<file path="src/hw/rtl/mlr_pkg.sv">
`default_nettype none

package mlr_pkg;

  // Coordinate width of the raster and the derived decision variable width.
  localparam int CoordBits = 6;
  localparam int DecBits   = CoordBits + 4;
  localparam int ColorBits = 24;

  typedef logic [CoordBits-1:0]      coord_t;
  typedef logic signed [DecBits-1:0] dec_t;
  typedef logic [ColorBits-1:0]      color_t;

  // One line segment as it enters the block.
  typedef struct packed {
    coord_t start_x;
    coord_t start_y;
    coord_t end_x;
    coord_t end_y;
  } line_t;

  // One emitted pixel.
  typedef struct packed {
    coord_t pixel_x;
    coord_t pixel_y;
    color_t pixel_rgb;
    logic   last_pixel;
  } pixel_t;

endpackage

`default_nettype wire

</file>
<file path="src/hw/rtl/mlr_intf.sv">
`default_nettype none

// Line segment channel.
interface mlr_line_if;
  logic           valid;
  logic           ready;
  mlr_pkg::line_t data;

  modport source (output valid, output data, input ready);
  modport sink (input valid, input data, output ready);
endinterface

// Pixel channel.
interface mlr_pixel_if;
  logic            valid;
  logic            ready;
  mlr_pkg::pixel_t data;

  modport source (output valid, output data, input ready);
  modport sink (input valid, input data, output ready);
endinterface

// Color register write channel.
interface mlr_cfg_if;
  logic            valid;
  logic            ready;
  mlr_pkg::color_t data;

  modport source (output valid, output data, input ready);
  modport sink (input valid, input data, output ready);
endinterface

`default_nettype wire

</file>
<file path="src/hw/rtl/midpoint_line_rasterizer.sv">
`default_nettype none

// Midpoint line rasterizer. A line item carries two endpoints; the block
// orders them so that x does not decrease (equal x keeps the input order)
// and emits every pixel of the segment in order on the pixel channel, the
// final one with last_pixel set. Every pixel carries the color register,
// which is written through the configuration channel and should only be
// changed while no line is in progress. A line passes a setup state, then
// a walk state that emits max(dx, |dy|) + 1 pixels, 1 to 64 in all; the
// walk advances one pixel per cycle while the pixel sink does not stall,
// through a single shared decision adder. The line channel is ready only
// in the idle state, not in setup or walk; it reopens in the cycle after the
// last pixel enters the output register, even if that pixel is still waiting.
module midpoint_line_rasterizer (
  input  wire logic  clk_i,
  input  wire logic  rst_ni,
  mlr_line_if.sink   line_i,
  mlr_pixel_if.source pixel_o,
  mlr_cfg_if.sink    cfg_i
);
  import mlr_pkg::*;

  typedef enum logic [1:0] {
    StIdle,
    StSetup,
    StWalk
  } state_e;

  localparam coord_t CoordOne = coord_t'(1);

  function automatic dec_t ext_coord(coord_t c);
    return $signed({{(DecBits-CoordBits){1'b0}}, c});
  endfunction

  state_e state_q, state_d;
  logic   out_valid_q, out_valid_d;
  color_t color_q, color_d;

  line_t  line_q, line_d;
  coord_t cur_x_q, cur_x_d;
  coord_t cur_y_q, cur_y_d;
  dec_t   decision_q, decision_d;
  dec_t   step_major_q, step_major_d;
  dec_t   step_diag_q, step_diag_d;
  coord_t stop_q, stop_d;
  logic [1:0] octant_q, octant_d;
  pixel_t out_q, out_d;

  // Setup arithmetic signals.
  logic   swap;
  coord_t lo_x, lo_y, hi_x, hi_y;
  dec_t   dx, dy, ady, diag_rise, diag_fall;
  logic   falling, steep;

  // Walk signals.
  coord_t major_coord;
  logic   at_last, take_diag, load_out;
  dec_t   dec_inc;

  assign line_i.ready = (state_q == StIdle);
  assign cfg_i.ready  = 1'b1;
  assign pixel_o.valid = out_valid_q;
  assign pixel_o.data  = out_q;

  // Endpoint ordering and the initial decision terms.
  always_comb begin
    swap = line_q.end_x < line_q.start_x;
    lo_x = swap ? line_q.end_x : line_q.start_x;
    lo_y = swap ? line_q.end_y : line_q.start_y;
    hi_x = swap ? line_q.start_x : line_q.end_x;
    hi_y = swap ? line_q.start_y : line_q.end_y;
    dx = ext_coord(hi_x) - ext_coord(lo_x);
    dy = ext_coord(hi_y) - ext_coord(lo_y);
    falling = dy[DecBits-1];
    ady = falling ? -dy : dy;
    steep = ady >= dx;
    diag_rise = (dy - dx) <<< 1;
    diag_fall = (dy + dx) <<< 1;
  end

  // Per-pixel decision step shared by all four octant cases.
  always_comb begin
    major_coord = octant_q[0] ? cur_y_q : cur_x_q;
    at_last     = (major_coord == stop_q);
    take_diag   = (decision_q > 0) ^ (octant_q[1] ^ octant_q[0]);
    dec_inc     = take_diag ? step_diag_q : step_major_q;
    load_out    = (state_q == StWalk) && (!out_valid_q || pixel_o.ready);
  end

  // Next-state logic.
  always_comb begin
    state_d      = state_q;
    out_valid_d  = out_valid_q;
    color_d      = color_q;
    line_d       = line_q;
    cur_x_d      = cur_x_q;
    cur_y_d      = cur_y_q;
    decision_d   = decision_q;
    step_major_d = step_major_q;
    step_diag_d  = step_diag_q;
    stop_d       = stop_q;
    octant_d     = octant_q;
    out_d        = out_q;

    if (cfg_i.valid) begin
      color_d = cfg_i.data;
    end

    if (out_valid_q && pixel_o.ready) begin
      out_valid_d = 1'b0;
    end

    case (state_q)
      StIdle: begin
        if (line_i.valid) begin
          line_d  = line_i.data;
          state_d = StSetup;
        end
      end
      StSetup: begin
        cur_x_d  = lo_x;
        cur_y_d  = lo_y;
        octant_d = {falling, steep};
        stop_d   = steep ? hi_y : hi_x;
        if (!falling) begin
          step_diag_d = diag_rise;
          if (steep) begin
            step_major_d = -(dx <<< 1);
            decision_d   = dy - (dx <<< 1);
          end else begin
            step_major_d = dy <<< 1;
            decision_d   = (dy <<< 1) - dx;
          end
        end else begin
          step_diag_d = diag_fall;
          if (steep) begin
            step_major_d = dx <<< 1;
            decision_d   = dy + (dx <<< 1);
          end else begin
            step_major_d = dy <<< 1;
            decision_d   = (dy <<< 1) + dx;
          end
        end
        state_d = StWalk;
      end
      StWalk: begin
        if (load_out) begin
          out_valid_d       = 1'b1;
          out_d.pixel_x     = cur_x_q;
          out_d.pixel_y     = cur_y_q;
          out_d.pixel_rgb   = color_q;
          out_d.last_pixel  = at_last;
          if (at_last) begin
            state_d = StIdle;
          end else begin
            decision_d = decision_q + dec_inc;
            // Major axis always moves; the minor axis moves on a diagonal step.
            if (octant_q[0]) begin
              cur_y_d = octant_q[1] ? cur_y_q - CoordOne : cur_y_q + CoordOne;
              if (take_diag) begin
                cur_x_d = cur_x_q + CoordOne;
              end
            end else begin
              cur_x_d = cur_x_q + CoordOne;
              if (take_diag) begin
                cur_y_d = octant_q[1] ? cur_y_q - CoordOne : cur_y_q + CoordOne;
              end
            end
          end
        end
      end
      default: begin
        state_d = StIdle;
      end
    endcase
  end

  // Control state, output valid and the color register.
  always_ff @(posedge clk_i or negedge rst_ni) begin
    if (!rst_ni) begin
      state_q     <= StIdle;
      out_valid_q <= 1'b0;
      color_q     <= '0;
    end else begin
      state_q     <= state_d;
      out_valid_q <= out_valid_d;
      color_q     <= color_d;
    end
  end

  // Datapath registers.
  always_ff @(posedge clk_i) begin
    line_q       <= line_d;
    cur_x_q      <= cur_x_d;
    cur_y_q      <= cur_y_d;
    decision_q   <= decision_d;
    step_major_q <= step_major_d;
    step_diag_q  <= step_diag_d;
    stop_q       <= stop_d;
    octant_q     <= octant_d;
    out_q        <= out_d;
  end

`ifndef NO_ASSERTIONS
  // An accepted line always goes through the setup cycle next.
  a_accept_setup: assert property (@(posedge clk_i) disable iff (!rst_ni)
    line_i.valid && line_i.ready |=> state_q == StSetup)
    else $error("line accepted without entering setup");

  // On a shallow line the walk never passes the stop column.
  a_shallow_bound: assert property (@(posedge clk_i) disable iff (!rst_ni)
    state_q == StWalk && !octant_q[0] |-> cur_x_q <= stop_q)
    else $error("shallow walk passed the end of the line");

  // A pixel that is not the last one leaves more of the line to walk.
  a_more_pixels: assert property (@(posedge clk_i) disable iff (!rst_ni)
    pixel_o.valid && !pixel_o.data.last_pixel |-> state_q == StWalk)
    else $error("non-final pixel emitted with no walk in progress");
`endif

endmodule

`default_nettype wire
</file>
<file path="src/flat_wrapper.sv">
// flat-port wrapper written by rule: the top's interface ports become plain ports
module midpoint_line_rasterizer_flat import mlr_pkg::*;
  (clk_i, rst_ni, line_i_valid, line_i_data, line_i_ready, pixel_o_valid, pixel_o_data, pixel_o_ready, cfg_i_valid, cfg_i_data, cfg_i_ready);
  mlr_line_if line_i_i ();
  mlr_pixel_if pixel_o_i ();
  mlr_cfg_if cfg_i_i ();
  input  wire logic clk_i;
  input  wire logic rst_ni;
  input wire logic [$bits(line_i_i.valid)-1:0] line_i_valid;
  input wire logic [$bits(line_i_i.data)-1:0] line_i_data;
  output wire logic [$bits(line_i_i.ready)-1:0] line_i_ready;
  output wire logic [$bits(pixel_o_i.valid)-1:0] pixel_o_valid;
  output wire logic [$bits(pixel_o_i.data)-1:0] pixel_o_data;
  input wire logic [$bits(pixel_o_i.ready)-1:0] pixel_o_ready;
  input wire logic [$bits(cfg_i_i.valid)-1:0] cfg_i_valid;
  input wire logic [$bits(cfg_i_i.data)-1:0] cfg_i_data;
  output wire logic [$bits(cfg_i_i.ready)-1:0] cfg_i_ready;
  assign line_i_i.valid = line_i_valid;
  assign line_i_i.data = line_i_data;
  assign line_i_ready = line_i_i.ready;
  assign pixel_o_valid = pixel_o_i.valid;
  assign pixel_o_data = pixel_o_i.data;
  assign pixel_o_i.ready = pixel_o_ready;
  assign cfg_i_i.valid = cfg_i_valid;
  assign cfg_i_i.data = cfg_i_data;
  assign cfg_i_ready = cfg_i_i.ready;
  midpoint_line_rasterizer u_core (.clk_i(clk_i), .rst_ni(rst_ni), .line_i(line_i_i), .pixel_o(pixel_o_i), .cfg_i(cfg_i_i));
endmodule
</file>
<file path="config.mk">
export PLATFORM = sky130hd
export DESIGN_NAME = midpoint_line_rasterizer_flat
export DESIGN_NICKNAME = d
export VERILOG_FILES = /design/src/hw/rtl/mlr_pkg.sv /design/src/hw/rtl/mlr_intf.sv /design/src/hw/rtl/midpoint_line_rasterizer.sv /design/src/flat_wrapper.sv
export SDC_FILE = /design/constraint.sdc
export NUM_CORES = 1
export LEC_CHECK = 0
export ABC_AREA = 1
export BUFFER_PORTS_ARGS = -buffer_cell sky130_fd_sc_hd__buf_4
export CORE_ASPECT_RATIO = 1.1
export CORE_MARGIN = 2
export CORE_UTILIZATION = 51
export DETAILED_ROUTE_END_ITERATION = 8
export PLACE_DENSITY = 0.72
export SYNTH_ARGS = -nofsm -noshare
export SYNTH_HDL_FRONTEND = slang
export SYNTH_SLANG_ARGS = --single-unit
</file>
<file path="constraint.sdc">
create_clock -name clk_i -period 5.7 [get_ports clk_i]
set_input_delay 0 -clock clk_i [delete_from_list [all_inputs] [get_ports clk_i]]
set_output_delay 0 -clock clk_i [all_outputs]
set_load 0.005 [all_outputs]
</file>
==> metrics.csv, run 1 <==
stage,metric,value,unit
placement,numPortBuffers,91,
clock_tree,clockBufferDepth,2,
clock_tree,cts.clk_slew.worst_paths,0.06,ns
finish,final_cells,1292,
logic_synthesis,synth_most_common_cell,nand2_1,
hold_path,worstHoldPathType,in -> reg,
timing,slew_headroom,32.4,%
finish,area_growth,22.5,%
logic_synthesis,yosysWarnings,0,
critical_path,cpLargestDelayFamily,simple AND/OR/NAND/NOR gates,
logic_synthesis,synth_top_area_cell,edfxtp_1,
placement,gp_congestion,0.929,
drt,drtIter0Drc,434,
timing,hold_viol_final,0,
critical_path,crit_path_top_delay_cell,edfxtp_1,
critical_path,cp-start-kind,flop,
timing,fin_tns_setup,0,ns
drt,post_drt_wl_per_cell,15.2,um
critical_path,critPathLaunch,u_core.line_q[11]$_DFFE_PP_,
critical_path,crit_end,u_core.step_major_q[8]$_DFFE_PP_,
global_route,grt_overflow,0,
logic_synthesis,synth-edff-count,108,
finish,final_nets,1197,
drt,antenna_left,0,
logic_synthesis,ys_types,58,
critical_path,cp_max_fo,24,
critical_path,worst-r2r-setup-slack,0.49,ns
critical_path,worst-path-stages,28,
finish,fill_cells,1366,
drt,routed_wl,19.6,mm
timing,fmax,0.192,GHz
clock_tree,htree_levels,4,
logic_synthesis,syn_area,0.00873,sq mm
finish,drive_above_1_share,22.0,%
die,initial_core_util,51.7,%
timing,setup_viol,0,
critical_path,crit_path_frequent_cell,nand2_1,
job,maxCapViolCount,0,
global_route,grt_pass1_vias,6423,
timing,rsz0062_at_grt,true,
clock_tree,root_buffer,clkbuf_16,
finish,multiInputGateArea,0.00425,sq mm
die,dieArea,0.0182,sq mm
logic_synthesis,postSynthCellCount,924,
critical_path,cp.arrival,5.36,ns
timing,tightest_slew,1.01,ns
die,core.rowCount,50,
status,status,finished clean,
die,fp.dieW,129,um
drt,via_count,6703,
critical_path,worstSetupEndpointType,flop,
critical_path,path_buf_inv,6,
global_route,grt_pass1_wl,31.8,mm
critical_path,timing.rr.start,u_core.line_q[11]$_DFFE_PP_,
logic_synthesis,synthArstFlopShare,20.0,%
clock_tree,cts_setup_buffers,0,
logic_synthesis,synth.top_cell.area_share,37.2,%
global_route,antenna_found_initial,0,
placement,dp_hpwl,14.5,mm
clock_tree,insertion_delay,0.42,ns
timing,period_needed,5.21,ns
placement,pre_cts_slack,0.494,ns
critical_path,r2r_end,u_core.step_major_q[8]$_DFFE_PP_,
clock_tree,cts_tree,done,
finish,regArea,0.00392,sq mm
drt,vias_per_cell,5.19,
critical_path,cp.required,5.85,ns
placement,dp.cells,1210,
clock_tree,cts_sinks,135,
timing,layout_worst_path_cycle_share,91.4,%
logic_synthesis,ys_top_cells_by_count,"nand2_1 (193), edfxtp_1 (108), inv_1 (103)",
logic_synthesis,avgSynthCellArea,9.44,sq um
timing,clock_skew,0.0115,ns
finish,antennaDiodeCount,0,
die,core_area,0.0169,sq mm
drt,drc,0,
timing,worst_hold_slack,0.0443,ns
logic_synthesis,synthTopCellsByArea,"edfxtp_1 (37%), ha_1 (9.5%), nand2_1 (8.3%)",
die,die-height,141,um
critical_path,reg2regPathDepth,28,
logic_synthesis,ys.flop_type,edfxtp_1,
logic_synthesis,synth-seq-cells,135,
timing,drv_slew,0,
critical_path,crit_type,reg -> reg,
drt,first_pass_iters,5,
timing,fin_ws,0.489,ns
global_route,track_usage,22.6,%
clock_tree,cts_buffers,17,
die,io_pins,93,
global_route,grt_start_max_net_pins,38,
logic_synthesis,ys_seq_area_share,44.9,%
critical_path,slowest_delay,0.42,ns
[cells by family (layout without fill, tap and decap cells)]
kind of cell,count (synthesis),in the layout,synth area share (%)
AND/OR/NAND/NOR,355,355,19.7
XOR/XNOR,34,34,3.41
flip-flops,135,135,44.9
buffers and inverters,135,293,6.67
adder cells (fa/ha/maj),73,73,11.1
other,2,4,0.0861
AO/OA/AOI/OAI,164,164,10.9
multiplexers,26,26,3.33
[tightest hold or removal path, stage by stage]
cell	delay, ns
buf_4	0.08
o221ai_1	0.17
nand2_1	0.10
o21ai_0	0.07
[cell usage in the layout, fill, tap and decap left out, types with 27 or more instances in the layout]
cell             n
edfxtp_1       108
inv_1          102
xor2_1          27
nand2_1        193
ha_1            64
buf_4          101
nand2_2         28
o21ai_0         59
a21oi_1         45
nand3_1         30
dfrtp_1         27
nor2_1          47
dlygate4sd3_1   50
[metrics by stage]
stage | utilization, % | area [sq um]
3_5_place_dp | 56.8 | 9600
5_1_grt | 63.3 | 10700
6_report | 63.3 | 10700
2_1_floorplan | - | 8730
4_1_cts | 63.2 | 10700
3_3_place_gp | 56.8 | 9600
[area by class of cell]
type                    count  area share (%)
multi-input cells         656            39.8
flip-flops and latches    135            36.7
repair buffers            151            11.8
clock buffers              18            4.01
inverters                 110            3.97
well taps                 208            2.43
clock inverters            14            1.38
[flip-flops by register name (all words and copies together) (netlist names)]
| signal | cells |
|---|---|
| u_core.octant_q | 2 |
| u_core.color_q | 24 |
| u_core.state_q | 2 |
| u_core.pixel_o.data | 37 |
| u_core.line_q | 24 |
| u_core.step_major_q | 9 |
| u_core.decision_q | 10 |
| u_core.step_diag_q | 8 |
| u_core.stop_q | 6 |
| u_core.cur_x_q | 6 |
| u_core.pixel_o.valid | 1 |
| u_core.cur_y_q | 6 |
[routing by layer]
layer	wire, um	share of wire [%]	track usage [%]	vias up
li1	-	-	-	3421
met1	8910	45	30.1	3048
met2	9190	47	36.0	197
met3	965	4.9	4.52	37
met4	528	2.7	9.38	0
met5	0	0	0	-
[worst min-delay path by stage]
| stage | startpoint | endpoint | slack, ns | depth (start not counted) |
|---|---|---|---|---|
| global placement | rst_ni | u_core.color_q[16]$_DFFE_PN0P_ | -0.07 | 1 |
| detailed placement | rst_ni | u_core.color_q[20]$_DFFE_PN0P_ | -0.07 | 1 |
| CTS | line_i_valid | u_core.state_q[0]$_DFFE_PN0P_ | 0.03 | 4 |
| global route | rst_ni | u_core.color_q[12]$_DFFE_PN0P_ | 0.06 | 2 |
| floorplan | rst_ni | u_core.color_q[0]$_DFFE_PN0P_ | -0.30 | 0 |
| finish | line_i_valid | u_core.state_q[0]$_DFFE_PN0P_ | 0.04 | 4 |
[what timing repair did]
item                       in CTS  in global routing
setup endpoints to repair       0                  6
hold endpoints to repair       76                  0
gates resized for setup         0                  5
hold buffers                   50                  0
Power of run 1 is not shown: default switching activity piles up to over one toggle a cycle in this logic, so the estimate is an artifact.
==> inputs of run 2 (changes only) <==
- CORE_UTILIZATION: 51 -> 40
- PLACE_DENSITY: 0.72 -> 0.59
==> run 2 against run 1 <==
- critical path depth is 1 higher
- via count is 0.61% lower
- count of clock-buffer cells in the layout is 1 lower
- global-route usage is 4.8 points lower
- critical endpoint is now u_core.decision_q[9]$_DFFE_PP_
==> metrics.csv, run 2 (synthesis results as in run 1) <==
stage,metric,value,unit
status,status,finished clean,
die,core.rowCount,56,
global_route,track_usage,17.8,%
critical_path,crit_type,reg -> reg,
timing,fin_tns_setup,0,ns
timing,drv_slew,0,
drt,drc,0,
finish,final_cells,1375,
finish,final_common_cell,nand2_1,
placement,numPortBuffers,91,
critical_path,timing.rr.start,u_core.line_q[11]$_DFFE_PP_,
job,maxCapViolCount,0,
die,io_pins,93,
finish,fill_cells,1953,
placement,dpl_cell_area,0.00969,sq mm
global_route,grt_overflow,0,
critical_path,critPathLaunch,u_core.line_q[11]$_DFFE_PP_,
finish,final_nets,1198,
die,initial_core_util,40.8,%
placement,dp.cells,1291,
critical_path,cp.arrival,5.28,ns
finish,final_cell_mix,"nand2_1 (192), edfxtp_1 (108), inv_1 (102), buf_4 (99), ha_1 (64)",
critical_path,cp_max_fo,20,
timing,rsz0062_at_grt,false,
clock_tree,htree_levels,4,
die,core_area,0.0214,sq mm
finish,antennaDiodeCount,0,
drt,vias_per_cell,4.85,
die,dieArea,0.0230,sq mm
finish,drive_above_1_share,22.1,%
hold_path,worstHoldPathType,in -> async,
placement,dp_hpwl,15.1,mm
drt,antenna_left,0,
timing,setup_viol,0,
clock_tree,cts_setup_buffers,0,
global_route,grt_start_max_net_pins,38,
drt,post_drt_wl_per_cell,14.8,um
critical_path,cp-start-kind,flop,
global_route,grt_pass1_vias,6374,
critical_path,cp.required,5.86,ns
drt,drtIter0Drc,301,
critical_path,worstSetupEndpointType,flop,
critical_path,worst-r2r-setup-slack,0.58,ns
timing,tightest_slew,1.04,ns
finish,area_growth,23.9,%
clock_tree,clockBufferDepth,2,
clock_tree,insertion_delay,0.42,ns
clock_tree,cts.clk_slew.worst_paths,0.07,ns
global_route,grt_pass1_wl,31.9,mm
timing,fmax,0.195,GHz
clock_tree,cts_sinks,135,
critical_path,r2r_end,u_core.decision_q[9]$_DFFE_PP_,
critical_path,crit_path_top_delay_cell,edfxtp_1,
placement,gp_congestion,0.869,
timing,hold_viol_final,0,
global_route,antenna_found_initial,0,
die,fp.dieW,145,um
critical_path,crit_path_frequent_cell,nand3_1,
timing,slew_headroom,30.5,%
die,die-height,159,um
timing,clock_skew,0.0136,ns
finish,largest_reg_flops,37,
finish,stdcell_area,0.0108,sq mm
clock_tree,cts_tree,done,
critical_path,crit_end,u_core.decision_q[9]$_DFFE_PP_,
drt,routed_wl,20.4,mm
critical_path,reg2regPathDepth,29,
critical_path,slowest_delay,0.42,ns
clock_tree,root_buffer,clkbuf_16,
drt,via_count,6662,
timing,layout_worst_path_cycle_share,89.8,%
clock_tree,cts_buffers,17,
drt,first_pass_iters,5,
timing,period_needed,5.12,ns
-- run 2: layout make-up --
class / count / area (sq um) / area share (%)
Clock inverter: 15 / 160 / 1.48
Timing Repair inverter: 1 / 5.00 / 0.0463
Inverter: 110 / 427 / 3.95
Timing Repair Buffer: 150 / 1250 / 11.6
Clock buffer: 17 / 425 / 3.93
Multi-Input combinational cell: 657 / 4260 / 39.4
Tap cell: 290 / 363 / 3.36
Sequential cell: 135 / 3920 / 36.2
-- run 2: how the worst min path moves through the flow --
stage                                                end   start
after detailed placement  u_core.color_q[19]$_DFFE_PN0P_  rst_ni
after floorplan            u_core.color_q[0]$_DFFE_PN0P_  rst_ni
after global placement    u_core.color_q[19]$_DFFE_PN0P_  rst_ni
final                      u_core.color_q[5]$_DFFE_PN0P_  rst_ni
after CTS                  u_core.color_q[5]$_DFFE_PN0P_  rst_ni
after global routing      u_core.color_q[21]$_DFFE_PN0P_  rst_ni
-- run 2: repair_timing --
action	4_1_cts	5_1_grt
setup endpoints to repair	0	19
resized for setup	0	6
hold endpoints to repair	76	0
hold buffers	50	0
-- run 2: critical path: cells and delay by family (launching register included) --
| kind | cells | cell delay (ns) |
|---|---|---|
| buffers and inverters | 4 | 0.41 |
| flip-flops | 1 | 0.42 |
| XOR/XNOR | 1 | 0.17 |
| AO/OA/AOI/OAI | 7 | 1.39 |
| AND/OR/NAND/NOR | 14 | 1.60 |
| adder cells (fa/ha/maj) | 3 | 0.87 |
-- run 2: metrics by stage --
step	util [%]	setup WS, ns	hold slack, ns
after floorplan	-	0.809	-0.296
after global placement	45.4	0.529	-0.0625
after detailed placement	45.4	0.376	-0.0606
after CTS	50.4	0.335	0.0429
after global routing	50.6	0.00523	0.0516
final	50.6	0.583	0.0468
-- run 2: metal layers --
| metal | vias up | share of wire (%) | track usage (%) |
|---|---|---|---|
| li1 | 3435 | - | - |
| met1 | 3055 | 46 | 23.5 |
| met2 | 146 | 47 | 28.9 |
| met3 | 26 | 4.7 | 3.29 |
| met4 | 0 | 2.6 | 6.53 |
| met5 | - | 0 | 0 |
Power of run 2 is left out for the same reason.
